==> src/hdl/lfu_pkg.sv <==
// Shared types and constants for the LFU cache table.
// Used by the request queue, the table engine, the top level and the testbench.
`default_nettype none
package lfu_pkg;

	localparam int ENTRIES = 16;
	localparam int COUNT_W = 16;
	localparam int IDX_W = (ENTRIES > 1) ? $clog2(ENTRIES) : 1;
	localparam int HELD_W = $clog2(ENTRIES + 1);
	localparam int CAP_W = 5;
	localparam int LIM_W = (HELD_W > CAP_W) ? HELD_W : CAP_W;
	localparam int LEAVES = 1 << IDX_W;
	localparam int SCORE_W = 1 + COUNT_W + IDX_W;

	localparam logic [CAP_W-1:0] CAP_RESET = CAP_W'(16);
	localparam logic [COUNT_W-1:0] COUNT_MAX = '1;
	localparam logic [COUNT_W-1:0] COUNT_ONE = COUNT_W'(1);
	localparam logic signed [31:0] MISS_VALUE = -32'sd1;

	typedef enum logic {
		OP_GET = 1'b0,
		OP_PUT = 1'b1
	} op_t;

	typedef enum logic [1:0] {
		ST_IDLE,
		ST_LOOK,
		ST_UPD
	} eng_state_t;

	typedef struct packed {
		op_t                op;
		logic signed [31:0] key;
		logic signed [31:0] wval;
	} item_t;

	typedef struct packed {
		logic               hit;
		logic signed [31:0] read_value;
		logic               evicted;
		logic signed [31:0] evicted_key;
	} result_t;

endpackage
`default_nettype wire

==> src/hdl/lfu_if.sv <==
// Request and response channel interfaces (valid/ready) for the LFU cache table.
// Depends on nothing; payload widths follow the request and response words.
`default_nettype none
interface lfu_req_if;
	logic               valid;
	logic               ready;
	logic               opcode;
	logic signed [31:0] key;
	logic signed [31:0] write_value;

	modport source(output valid, output opcode, output key, output write_value, input ready);
	modport sink(input valid, input opcode, input key, input write_value, output ready);
endinterface

interface lfu_rsp_if;
	logic               valid;
	logic               ready;
	logic               hit;
	logic signed [31:0] read_value;
	logic               evicted;
	logic signed [31:0] evicted_key;

	modport source(output valid, output hit, output read_value, output evicted,
		output evicted_key, input ready);
	modport sink(input valid, input hit, input read_value, input evicted,
		input evicted_key, output ready);
endinterface
`default_nettype wire

==> src/hdl/lfu_front.sv <==
// Front end: accepts request words, decodes the opcode, and queues them (two deep).
// Depends on lfu_pkg and lfu_req_if.
`default_nettype none
module lfu_front (
	input  wire                 clk,
	input  wire                 arst_n,
	lfu_req_if.sink             req,
	output logic                pop_valid,
	input  wire                 pop_ready,
	output lfu_pkg::item_t      pop_item
);

	lfu_pkg::item_t buf_q [2];
	logic           wr_ptr_q;
	logic           rd_ptr_q;
	logic [1:0]     cnt_q;
	logic           push;
	logic           pop;

	assign req.ready = (cnt_q != 2'd2);
	assign push      = req.valid && req.ready;
	assign pop_valid = (cnt_q != 2'd0);
	assign pop       = pop_valid && pop_ready;
	assign pop_item  = buf_q[rd_ptr_q];

	always_ff @(posedge clk or negedge arst_n) begin
		if (!arst_n) begin
			wr_ptr_q <= 1'b0;
			rd_ptr_q <= 1'b0;
			cnt_q    <= 2'd0;
		end else begin
			if (push) wr_ptr_q <= ~wr_ptr_q;
			if (pop)  rd_ptr_q <= ~rd_ptr_q;
			case ({push, pop})
				2'b10:   cnt_q <= cnt_q + 2'd1;
				2'b01:   cnt_q <= cnt_q - 2'd1;
				default: cnt_q <= cnt_q;
			endcase
		end
	end

	always_ff @(posedge clk) begin
		if (push) begin
			buf_q[wr_ptr_q].op   <= req.opcode ? lfu_pkg::OP_PUT : lfu_pkg::OP_GET;
			buf_q[wr_ptr_q].key  <= req.key;
			buf_q[wr_ptr_q].wval <= req.write_value;
		end
	end

endmodule
`default_nettype wire

==> src/hdl/lfu_engine.sv <==
// Back end: slot table with key match, LFU/LRU victim tree, update and result register.
// Depends on lfu_pkg and lfu_rsp_if.
`default_nettype none
module lfu_engine (
	input  wire                         clk,
	input  wire                         arst_n,
	input  wire [lfu_pkg::CAP_W-1:0]    cap,
	input  wire                         pop_valid,
	output logic                        pop_ready,
	input  lfu_pkg::item_t              pop_item,
	lfu_rsp_if.source                   rsp
);

	localparam int IW = lfu_pkg::IDX_W;
	localparam int CW = lfu_pkg::COUNT_W;

	lfu_pkg::eng_state_t state_q, state_d;
	lfu_pkg::item_t      item_q;
	logic                load;
	logic                upd_fire;
	logic                out_free;

	logic                  valid_q [lfu_pkg::ENTRIES];
	logic signed [31:0]    key_q   [lfu_pkg::ENTRIES];
	logic signed [31:0]    val_q   [lfu_pkg::ENTRIES];
	logic [CW-1:0]         cnt_q   [lfu_pkg::ENTRIES];
	logic [IW-1:0]         rank_q  [lfu_pkg::ENTRIES];

	lfu_pkg::result_t rsp_q;
	logic             rsp_vld_q;

	// lookup
	logic                       found;
	logic [IW-1:0]              found_idx;
	logic                       free_any;
	logic [IW-1:0]              free_idx;
	logic [lfu_pkg::HELD_W-1:0] held;
	logic [lfu_pkg::SCORE_W-1:0] node_score [2*lfu_pkg::LEAVES];
	logic [IW-1:0]               node_idx   [2*lfu_pkg::LEAVES];

	logic                       found_s1;
	logic [IW-1:0]              found_idx_s1;
	logic                       free_any_s1;
	logic [IW-1:0]              free_idx_s1;
	logic [IW-1:0]              victim_s1;
	logic [lfu_pkg::HELD_W-1:0] held_s1;

	// update decode
	logic [lfu_pkg::LIM_W-1:0] limit;
	logic                      is_put;
	logic                      do_touch;
	logic                      do_evict;
	logic                      do_fill;
	logic [IW-1:0]             old_rank;
	lfu_pkg::result_t          res;

	assign out_free  = !rsp_vld_q || rsp.ready;
	assign upd_fire  = (state_q == lfu_pkg::ST_UPD) && out_free;

	always_ff @(posedge clk or negedge arst_n) begin
		if (!arst_n) state_q <= lfu_pkg::ST_IDLE;
		else         state_q <= state_d;
	end

	always_comb begin
		state_d   = state_q;
		pop_ready = 1'b0;
		unique case (state_q)
			lfu_pkg::ST_IDLE: begin
				pop_ready = 1'b1;
				if (pop_valid) state_d = lfu_pkg::ST_LOOK;
			end
			lfu_pkg::ST_LOOK: begin
				state_d = lfu_pkg::ST_UPD;
			end
			lfu_pkg::ST_UPD: begin
				if (out_free) begin
					pop_ready = 1'b1;
					state_d   = pop_valid ? lfu_pkg::ST_LOOK : lfu_pkg::ST_IDLE;
				end
			end
			default: state_d = lfu_pkg::ST_IDLE;
		endcase
	end

	assign load = pop_ready && pop_valid;

	always_ff @(posedge clk) begin
		if (load) item_q <= pop_item;
	end

	// key match, first free slot, occupancy
	always_comb begin
		found     = 1'b0;
		found_idx = '0;
		free_any  = 1'b0;
		free_idx  = '0;
		held      = '0;
		for (int i = lfu_pkg::ENTRIES - 1; i >= 0; i--) begin
			if (valid_q[i] && key_q[i] == item_q.key) begin
				found     = 1'b1;
				found_idx = IW'(i);
			end
			if (!valid_q[i]) begin
				free_any = 1'b1;
				free_idx = IW'(i);
			end
			held = held + lfu_pkg::HELD_W'(valid_q[i]);
		end
	end

	// victim tree: lowest {count, ~rank} among valid slots; valid ranks are unique.
	// Empty slots score all ones so their unwritten count and rank never matter.
	always_comb begin
		node_score[0] = '1;
		node_idx[0]   = '0;
		for (int i = 0; i < lfu_pkg::LEAVES; i++) begin
			if (i < lfu_pkg::ENTRIES && valid_q[i]) begin
				node_score[lfu_pkg::LEAVES + i] = {1'b0, cnt_q[i], ~rank_q[i]};
			end else begin
				node_score[lfu_pkg::LEAVES + i] = '1;
			end
			node_idx[lfu_pkg::LEAVES + i] = IW'(i);
		end
		for (int n = lfu_pkg::LEAVES - 1; n >= 1; n--) begin
			if (node_score[2*n+1] < node_score[2*n]) begin
				node_score[n] = node_score[2*n+1];
				node_idx[n]   = node_idx[2*n+1];
			end else begin
				node_score[n] = node_score[2*n];
				node_idx[n]   = node_idx[2*n];
			end
		end
	end

	always_ff @(posedge clk) begin
		if (state_q == lfu_pkg::ST_LOOK) begin
			found_s1     <= found;
			found_idx_s1 <= found_idx;
			free_any_s1  <= free_any;
			free_idx_s1  <= free_idx;
			victim_s1    <= node_idx[1];
			held_s1      <= held;
		end
	end

	always_comb begin
		if (lfu_pkg::LIM_W'(cap) > lfu_pkg::LIM_W'(lfu_pkg::ENTRIES))
			limit = lfu_pkg::LIM_W'(lfu_pkg::ENTRIES);
		else
			limit = lfu_pkg::LIM_W'(cap);
		is_put   = (item_q.op == lfu_pkg::OP_PUT);
		do_touch = found_s1 && (!is_put || limit != '0);
		do_evict = is_put && !found_s1 && limit != '0 && held_s1 != '0
			&& lfu_pkg::LIM_W'(held_s1) >= limit;
		do_fill  = is_put && !found_s1 && limit != '0 && !do_evict && free_any_s1;
		old_rank = found_s1 ? rank_q[found_idx_s1] : rank_q[victim_s1];

		res.hit         = found_s1;
		res.read_value  = '0;
		res.evicted     = do_evict;
		res.evicted_key = do_evict ? key_q[victim_s1] : '0;
		if (!is_put) res.read_value = found_s1 ? val_q[found_idx_s1] : lfu_pkg::MISS_VALUE;
	end

	always_ff @(posedge clk or negedge arst_n) begin
		if (!arst_n) begin
			for (int i = 0; i < lfu_pkg::ENTRIES; i++) valid_q[i] <= 1'b0;
		end else if (upd_fire && do_fill) begin
			valid_q[free_idx_s1] <= 1'b1;
		end
	end

	always_ff @(posedge clk) begin
		if (upd_fire) begin
			for (int i = 0; i < lfu_pkg::ENTRIES; i++) begin
				if (valid_q[i]) begin
					if (do_touch) begin
						if (IW'(i) == found_idx_s1) begin
							rank_q[i] <= '0;
							if (cnt_q[i] != lfu_pkg::COUNT_MAX)
								cnt_q[i] <= cnt_q[i] + lfu_pkg::COUNT_ONE;
						end else if (rank_q[i] < old_rank) begin
							rank_q[i] <= rank_q[i] + IW'(1);
						end
					end
					// evict: drop victim then age all; older than victim nets zero
					if (do_evict && IW'(i) != victim_s1 && rank_q[i] < old_rank)
						rank_q[i] <= rank_q[i] + IW'(1);
					if (do_fill) rank_q[i] <= rank_q[i] + IW'(1);
				end
			end
			if (do_touch && is_put) val_q[found_idx_s1] <= item_q.wval;
			if (do_evict || do_fill) begin
				key_q[do_evict ? victim_s1 : free_idx_s1]  <= item_q.key;
				val_q[do_evict ? victim_s1 : free_idx_s1]  <= item_q.wval;
				cnt_q[do_evict ? victim_s1 : free_idx_s1]  <= lfu_pkg::COUNT_ONE;
				rank_q[do_evict ? victim_s1 : free_idx_s1] <= '0;
			end
			rsp_q <= res;
		end
	end

	always_ff @(posedge clk or negedge arst_n) begin
		if (!arst_n)       rsp_vld_q <= 1'b0;
		else if (upd_fire) rsp_vld_q <= 1'b1;
		else if (rsp.ready) rsp_vld_q <= 1'b0;
	end

	assign rsp.valid       = rsp_vld_q;
	assign rsp.hit         = rsp_q.hit;
	assign rsp.read_value  = rsp_q.read_value;
	assign rsp.evicted     = rsp_q.evicted;
	assign rsp.evicted_key = rsp_q.evicted_key;

endmodule
`default_nettype wire

==> src/hdl/lfu_cache_table_core.sv <==
// Top level of the LFU cache table: capacity register, request queue and table engine.
// Depends on lfu_pkg, lfu_if, lfu_front and lfu_engine.
`default_nettype none
// Sixteen-slot key/value store with least-frequently-used replacement, oldest
// first among equal use counts. Each request word gives one response word. A
// request goes through a lookup state (parallel key match, victim tree over
// all slots, results registered) and an update state (count/rank write-back,
// response register); the next request enters as the update state ends. A
// two-deep queue in front takes requests while the engine works or a response
// waits. Capacity is to be written only while idle; no logic enforces it.
module lfu_cache_table_core (
	input  wire                      clk,
	input  wire                      arst_n,
	lfu_req_if.sink                  req,
	lfu_rsp_if.source                rsp,
	input  wire                      cfg_we,
	input  wire [lfu_pkg::CAP_W-1:0] cfg_wdata
);

	logic [lfu_pkg::CAP_W-1:0] cap_q;
	logic                      pop_valid;
	logic                      pop_ready;
	lfu_pkg::item_t            pop_item;

	always_ff @(posedge clk or negedge arst_n) begin
		if (!arst_n)     cap_q <= lfu_pkg::CAP_RESET;
		else if (cfg_we) cap_q <= cfg_wdata;
	end

	lfu_front u_front (
		.clk       (clk),
		.arst_n    (arst_n),
		.req       (req),
		.pop_valid (pop_valid),
		.pop_ready (pop_ready),
		.pop_item  (pop_item)
	);

	lfu_engine u_engine (
		.clk       (clk),
		.arst_n    (arst_n),
		.cap       (cap_q),
		.pop_valid (pop_valid),
		.pop_ready (pop_ready),
		.pop_item  (pop_item),
		.rsp       (rsp)
	);

	// an eviction only happens on a put miss
	a_evict_miss: assert property (@(posedge clk) disable iff (!arst_n)
		rsp.valid && rsp.evicted |-> !rsp.hit && rsp.read_value == 32'sd0)
		else $error("eviction reported on a hit or with nonzero read word");

	a_evkey_zero: assert property (@(posedge clk) disable iff (!arst_n)
		rsp.valid && !rsp.evicted |-> rsp.evicted_key == 32'sd0)
		else $error("evicted key nonzero without eviction");

	// a stalled response word holds until taken
	a_rsp_hold: assert property (@(posedge clk) disable iff (!arst_n)
		rsp.valid && !rsp.ready |=> rsp.valid && $stable(rsp.hit)
			&& $stable(rsp.read_value) && $stable(rsp.evicted)
			&& $stable(rsp.evicted_key))
		else $error("response word changed while stalled");

endmodule
`default_nettype wire

==> src/flat_wrapper.sv <==
// flat-port wrapper written by rule: the top's interface ports become plain ports
module lfu_cache_table_core_flat 
  (clk, arst_n, cfg_we, cfg_wdata, req_valid, req_opcode, req_key, req_write_value, req_ready, rsp_valid, rsp_hit, rsp_read_value, rsp_evicted, rsp_evicted_key, rsp_ready);
  lfu_req_if req_i ();
  lfu_rsp_if rsp_i ();
  input  wire clk;
  input  wire arst_n;
  input  wire cfg_we;
  input  wire [lfu_pkg::CAP_W-1:0] cfg_wdata;
  input wire logic [$bits(req_i.valid)-1:0] req_valid;
  input wire logic [$bits(req_i.opcode)-1:0] req_opcode;
  input wire logic [$bits(req_i.key)-1:0] req_key;
  input wire logic [$bits(req_i.write_value)-1:0] req_write_value;
  output wire logic [$bits(req_i.ready)-1:0] req_ready;
  output wire logic [$bits(rsp_i.valid)-1:0] rsp_valid;
  output wire logic [$bits(rsp_i.hit)-1:0] rsp_hit;
  output wire logic [$bits(rsp_i.read_value)-1:0] rsp_read_value;
  output wire logic [$bits(rsp_i.evicted)-1:0] rsp_evicted;
  output wire logic [$bits(rsp_i.evicted_key)-1:0] rsp_evicted_key;
  input wire logic [$bits(rsp_i.ready)-1:0] rsp_ready;
  assign req_i.valid = req_valid;
  assign req_i.opcode = req_opcode;
  assign req_i.key = req_key;
  assign req_i.write_value = req_write_value;
  assign req_ready = req_i.ready;
  assign rsp_valid = rsp_i.valid;
  assign rsp_hit = rsp_i.hit;
  assign rsp_read_value = rsp_i.read_value;
  assign rsp_evicted = rsp_i.evicted;
  assign rsp_evicted_key = rsp_i.evicted_key;
  assign rsp_i.ready = rsp_ready;
  lfu_cache_table_core u_core (.clk(clk), .arst_n(arst_n), .req(req_i), .rsp(rsp_i), .cfg_we(cfg_we), .cfg_wdata(cfg_wdata));
endmodule
==> config.mk <==
export PLATFORM = sky130hd
export DESIGN_NAME = lfu_cache_table_core_flat
export DESIGN_NICKNAME = d
export VERILOG_FILES = /design/src/hdl/lfu_pkg.sv /design/src/hdl/lfu_if.sv /design/src/hdl/lfu_front.sv /design/src/hdl/lfu_engine.sv /design/src/hdl/lfu_cache_table_core.sv /design/src/flat_wrapper.sv
export SDC_FILE = /design/constraint.sdc
export NUM_CORES = 2
export LEC_CHECK = 0
export BUFFER_PORTS_ARGS = -buffer_cell sky130_fd_sc_hd__buf_4
export CAP_MARGIN = 20
export CORE_UTILIZATION = 61
export DETAILED_ROUTE_END_ITERATION = 12
export HOLD_SLACK_MARGIN = 0.15
export PLACE_DENSITY = 0.78
export SETUP_SLACK_MARGIN = 0.05
export SYNTH_ARGS = -nofsm -noshare
export SYNTH_HDL_FRONTEND = slang
export SYNTH_SLANG_ARGS = --single-unit
==> constraint.sdc <==
create_clock -name clk -period 13.7 [get_ports clk]
set_input_delay 2.055 -clock clk [delete_from_list [all_inputs] [get_ports clk]]
set_output_delay 2.055 -clock clk [all_outputs]
set_load 0.05 [all_outputs]
==> metrics.yaml <==
cts:
  cts_sinks: 1656
  clk_latency_ps: 840
  hold_buffers: 0
  cts.path.max_buffers: 3
  cts.clk_slew.worst_paths_ps: 60
  cts_setup_buffers: 0
  cts_tree: "yes"
  cts_buffers: 167
  cts_root_buffer: "clkbuf_16"
  h-tree-depth: 4
  cts_resized: 0
power:
  powerDensity_nw_per_um2: 258
  ir_drop_mv: 0.777
  cellLeakagePower_uw: 0.0342
  p_total_uw: 24200
sta:
  finalMaxSlewViolations: 0
  holdWs_ps: 494
  worstMarginPinSlew_ps: 1290
  fin_crit_sh: 0.804
  max_slew_margin: 0.140
  min_period_ps: 11020
  grt_setup_unrepaired: "no"
  fin_ws_ps: 2680
  setup_viol: 0
  hold_violations: 0
  tns_ps: 0
  fin_skew_ps: 65.8
  max_freq_mhz: 90.8
setup_path:
  end_kind: "register"
  startpoint_type: "register"
  cpMaxStageDelayCell: "or4_1"
  crit_type: "reg -> reg"
  crit_top_cell: "nor2_1"
  path_max_fanout: 42
  slowest_delay_ps: 560
  cp.required_ps: 14380
  critPathArrivalTime_ps: 11690
yosys:
  synth_top_cell_by_area: "edfxtp_1"
  synth-edff-count: 1304
  synth_top_family_by_area: "multiplexers"
  synth_most_common_cell: "edfxtp_1"
  synth.avg_cell_area_um2: 12.8
  synth_cells: 6613
  syn_area_um2: 84700
  yosys-mux-area-fraction: 0.117
  yosys.area_share.xor_xnor: 0.0796
  synth_cell_types: 89
  synthSimpleGateAreaFrac: 0.113
  yosysWarnings: 0
  ys_seq_area_frac: 0.547
  ys_ff_latch: 1656
  synth_area_leaders: "edfxtp_1 46%, mux4_2 9.6%, dfxtp_1 7.7%"
  async_flop_share: 0.0169
  yosys-top-cells-count: "1,304 x edfxtp_1, 572 x nor2_1, 487 x xnor2_1, 399 x nand2_1, 396 x ha_1"
  synth_flop_cell: "edfxtp_1"
  synth_compound_area_frac: 0.0618
  synth_fp_nets: 7094
  yosys.area_share.adder: 0.0608
  synth_top_area_share: 0.462
cells_and_area:
  fin_cells: 8673
  nets: 7215
  areaGrowthSynthToFinish_pct: 10.7
  layout-drive-gt1-share: 0.149
  fillCellCount: 9361
global_routing:
  antenna_found_initial: 17
  grt_max_degree: 138
  grt_pass1_wl_mm: 362
  track_usage: 0.349
  grt_remaining_overflow: 0
  grt_pass1_vias: 56349
floorplan:
  coreArea_um2: 138000
  die_area_um2: 140000
  die_h_um: 375
  initial_utilization: 0.616
  rows: 136
  io_pins: 143
  die_w_um: 375
placement:
  gp_congestion: 1.01
  io_buffers: 142
  dpl_worst_slack_ps: 2860
  placed_cells: 8357
  hpwl_mm: 162
routing:
  first_pass_iters: 6
  avgRoutedWirePerCell_um: 28.4
  routed_wl_mm: 246
  vias: 57955
  dr.first_iter.drc_count: 7714
  drcViolationCount: 0
  viasPerCell: 6.68
  ant_nets: 0
worst_hold_path:
  min_path_type: "reg -> reg"
job:
  drv_cap: 0
status:
  status: "complete, no violations"
where the power goes:
part | switching (uW) | internal (uW)
Clock | 2070 | 2660
Sequential | 635 | 6550
Combinational | 7640 | 4670
cell usage in the layout (no fill, tap or decap), types with 44 or more instances in the layout:
master / netlist / final
a21o_1: 79 / 79
a21oi_1: 269 / 267
and2_1: 64 / 64
buf_4: 0 / 263
clkbuf_16: 0 / 168
dfxtp_1: 324 / 324
edfxtp_1: 1304 / 1304
ha_1: 396 / 396
inv_1: 155 / 155
mux2_2: 76 / 76
mux2i_1: 88 / 88
mux4_2: 360 / 360
nand2_1: 399 / 398
nand2b_1: 165 / 165
nand3_1: 143 / 143
nand4_1: 213 / 213
nor2_1: 572 / 546
nor2b_1: 123 / 122
nor3_1: 51 / 50
nor4_1: 54 / 53
o21a_1: 58 / 58
o21ai_0: 177 / 176
o31ai_1: 44 / 44
xnor2_1: 487 / 487
xor2_1: 283 / 283
cell type report:
| cell class | count | area (um^2) | share of cell area |
|---|---|---|---|
| Tap cell | 1794 | 2240 | 0.0239 |
| Timing Repair Buffer | 268 | 2070 | 0.0221 |
| Antenna cell | 6 | 15.0 | 0.000160 |
| Clock buffer | 203 | 4400 | 0.0468 |
| Inverter | 160 | 603 | 0.00643 |
| Sequential cell | 1656 | 46300 | 0.494 |
| Multi-Input combinational cell | 4481 | 36900 | 0.393 |
| Clock inverter | 105 | 1280 | 0.0136 |
state kept, by name, summed over array words and instances (netlist names), 2 cells and up, named ones only:
signal and count:
u_core.u_engine.victim_s1 4, u_core.u_engine.held_s1 5, u_core.u_engine.found_idx_s1 4, u_core.u_engine.key_q 512
u_core.u_engine.valid_q 16, u_core.u_engine.cnt_q 256, u_core.u_engine.val_q 512, u_core.u_engine.rsp.read_value 32
u_core.u_engine.state_q 2, u_core.u_engine.rank_q 64, u_core.u_front.cnt_q 2, u_core.cap_q 5
u_core.u_engine.rsp.evicted_key 32, u_core.u_front.buf_q 130, u_core.u_engine.item_q 64, u_core.u_engine.free_idx_s1 4
through the flow:
| step | util | cell area (um^2) |
|---|---|---|
| after floorplan | - | 84700 |
| after global placement | 0.640 | 88100 |
| after detailed placement | 0.640 | 88100 |
| after CTS | 0.681 | 93800 |
| after global routing | 0.682 | 93800 |
| final | 0.682 | 93800 |
worst paths after layout:
path                                                           startpoint                                         to  slack [ps]  depth (start not counted)
worst max-delay path              u_core.u_engine.valid_q[12]$_DFFE_PN0P_                                   register        2680                         45
worst max register to register    u_core.u_engine.valid_q[12]$_DFFE_PN0P_                                   register        2680                         45
max in group asynchronous                                          arst_n    u_core.u_engine.valid_q[10]$_DFFE_PN0P_       12020                          1
worst min register to register  u_core.u_engine.cnt_q[7][13]$_SDFFE_PP0P_  u_core.u_engine.cnt_q[7][13]$_SDFFE_PP0P_         490                          2
worst min-delay path            u_core.u_engine.cnt_q[7][13]$_SDFFE_PP0P_  u_core.u_engine.cnt_q[7][13]$_SDFFE_PP0P_         490                          2
min in group asynchronous                                          arst_n     u_core.u_engine.state_q[0]$_DFFE_PN0P_        1190                          1
worst max-delay path: cells and delay by family, from the launching register on:
family                     cells  cell delay (ps)
AOI/OAI and AO/OA             17             3550
buffers and inverters          6             1830
muxes                          3              610
adders and majority gates      4             1300
DFF                            1              320
and+or+nand+nor               15             3270
cells by family (layout without fill, tap and decap cells):
family                   after synthesis  count (layout)
buffers and inverters                476             736
flip-flops                          1656            1656
adder cells (fa/ha/maj)              406             406
AND/OR/NAND/NOR                     1932            1932
XOR/XNOR                             770             770
AO/OA/AOI/OAI                        846             846
other                                  0               6
multiplexers                         527             527
per-layer routing:
layer,up-vias,routed length [um],track usage
met1,28576,93800,0.470
met3,712,28100,0.0845
met4,10,11500,0.154
met5,-,68,0.00172
li1,24905,-,-
met2,3752,113000,0.542
Note: power is estimated with default switching activity, not from simulation.
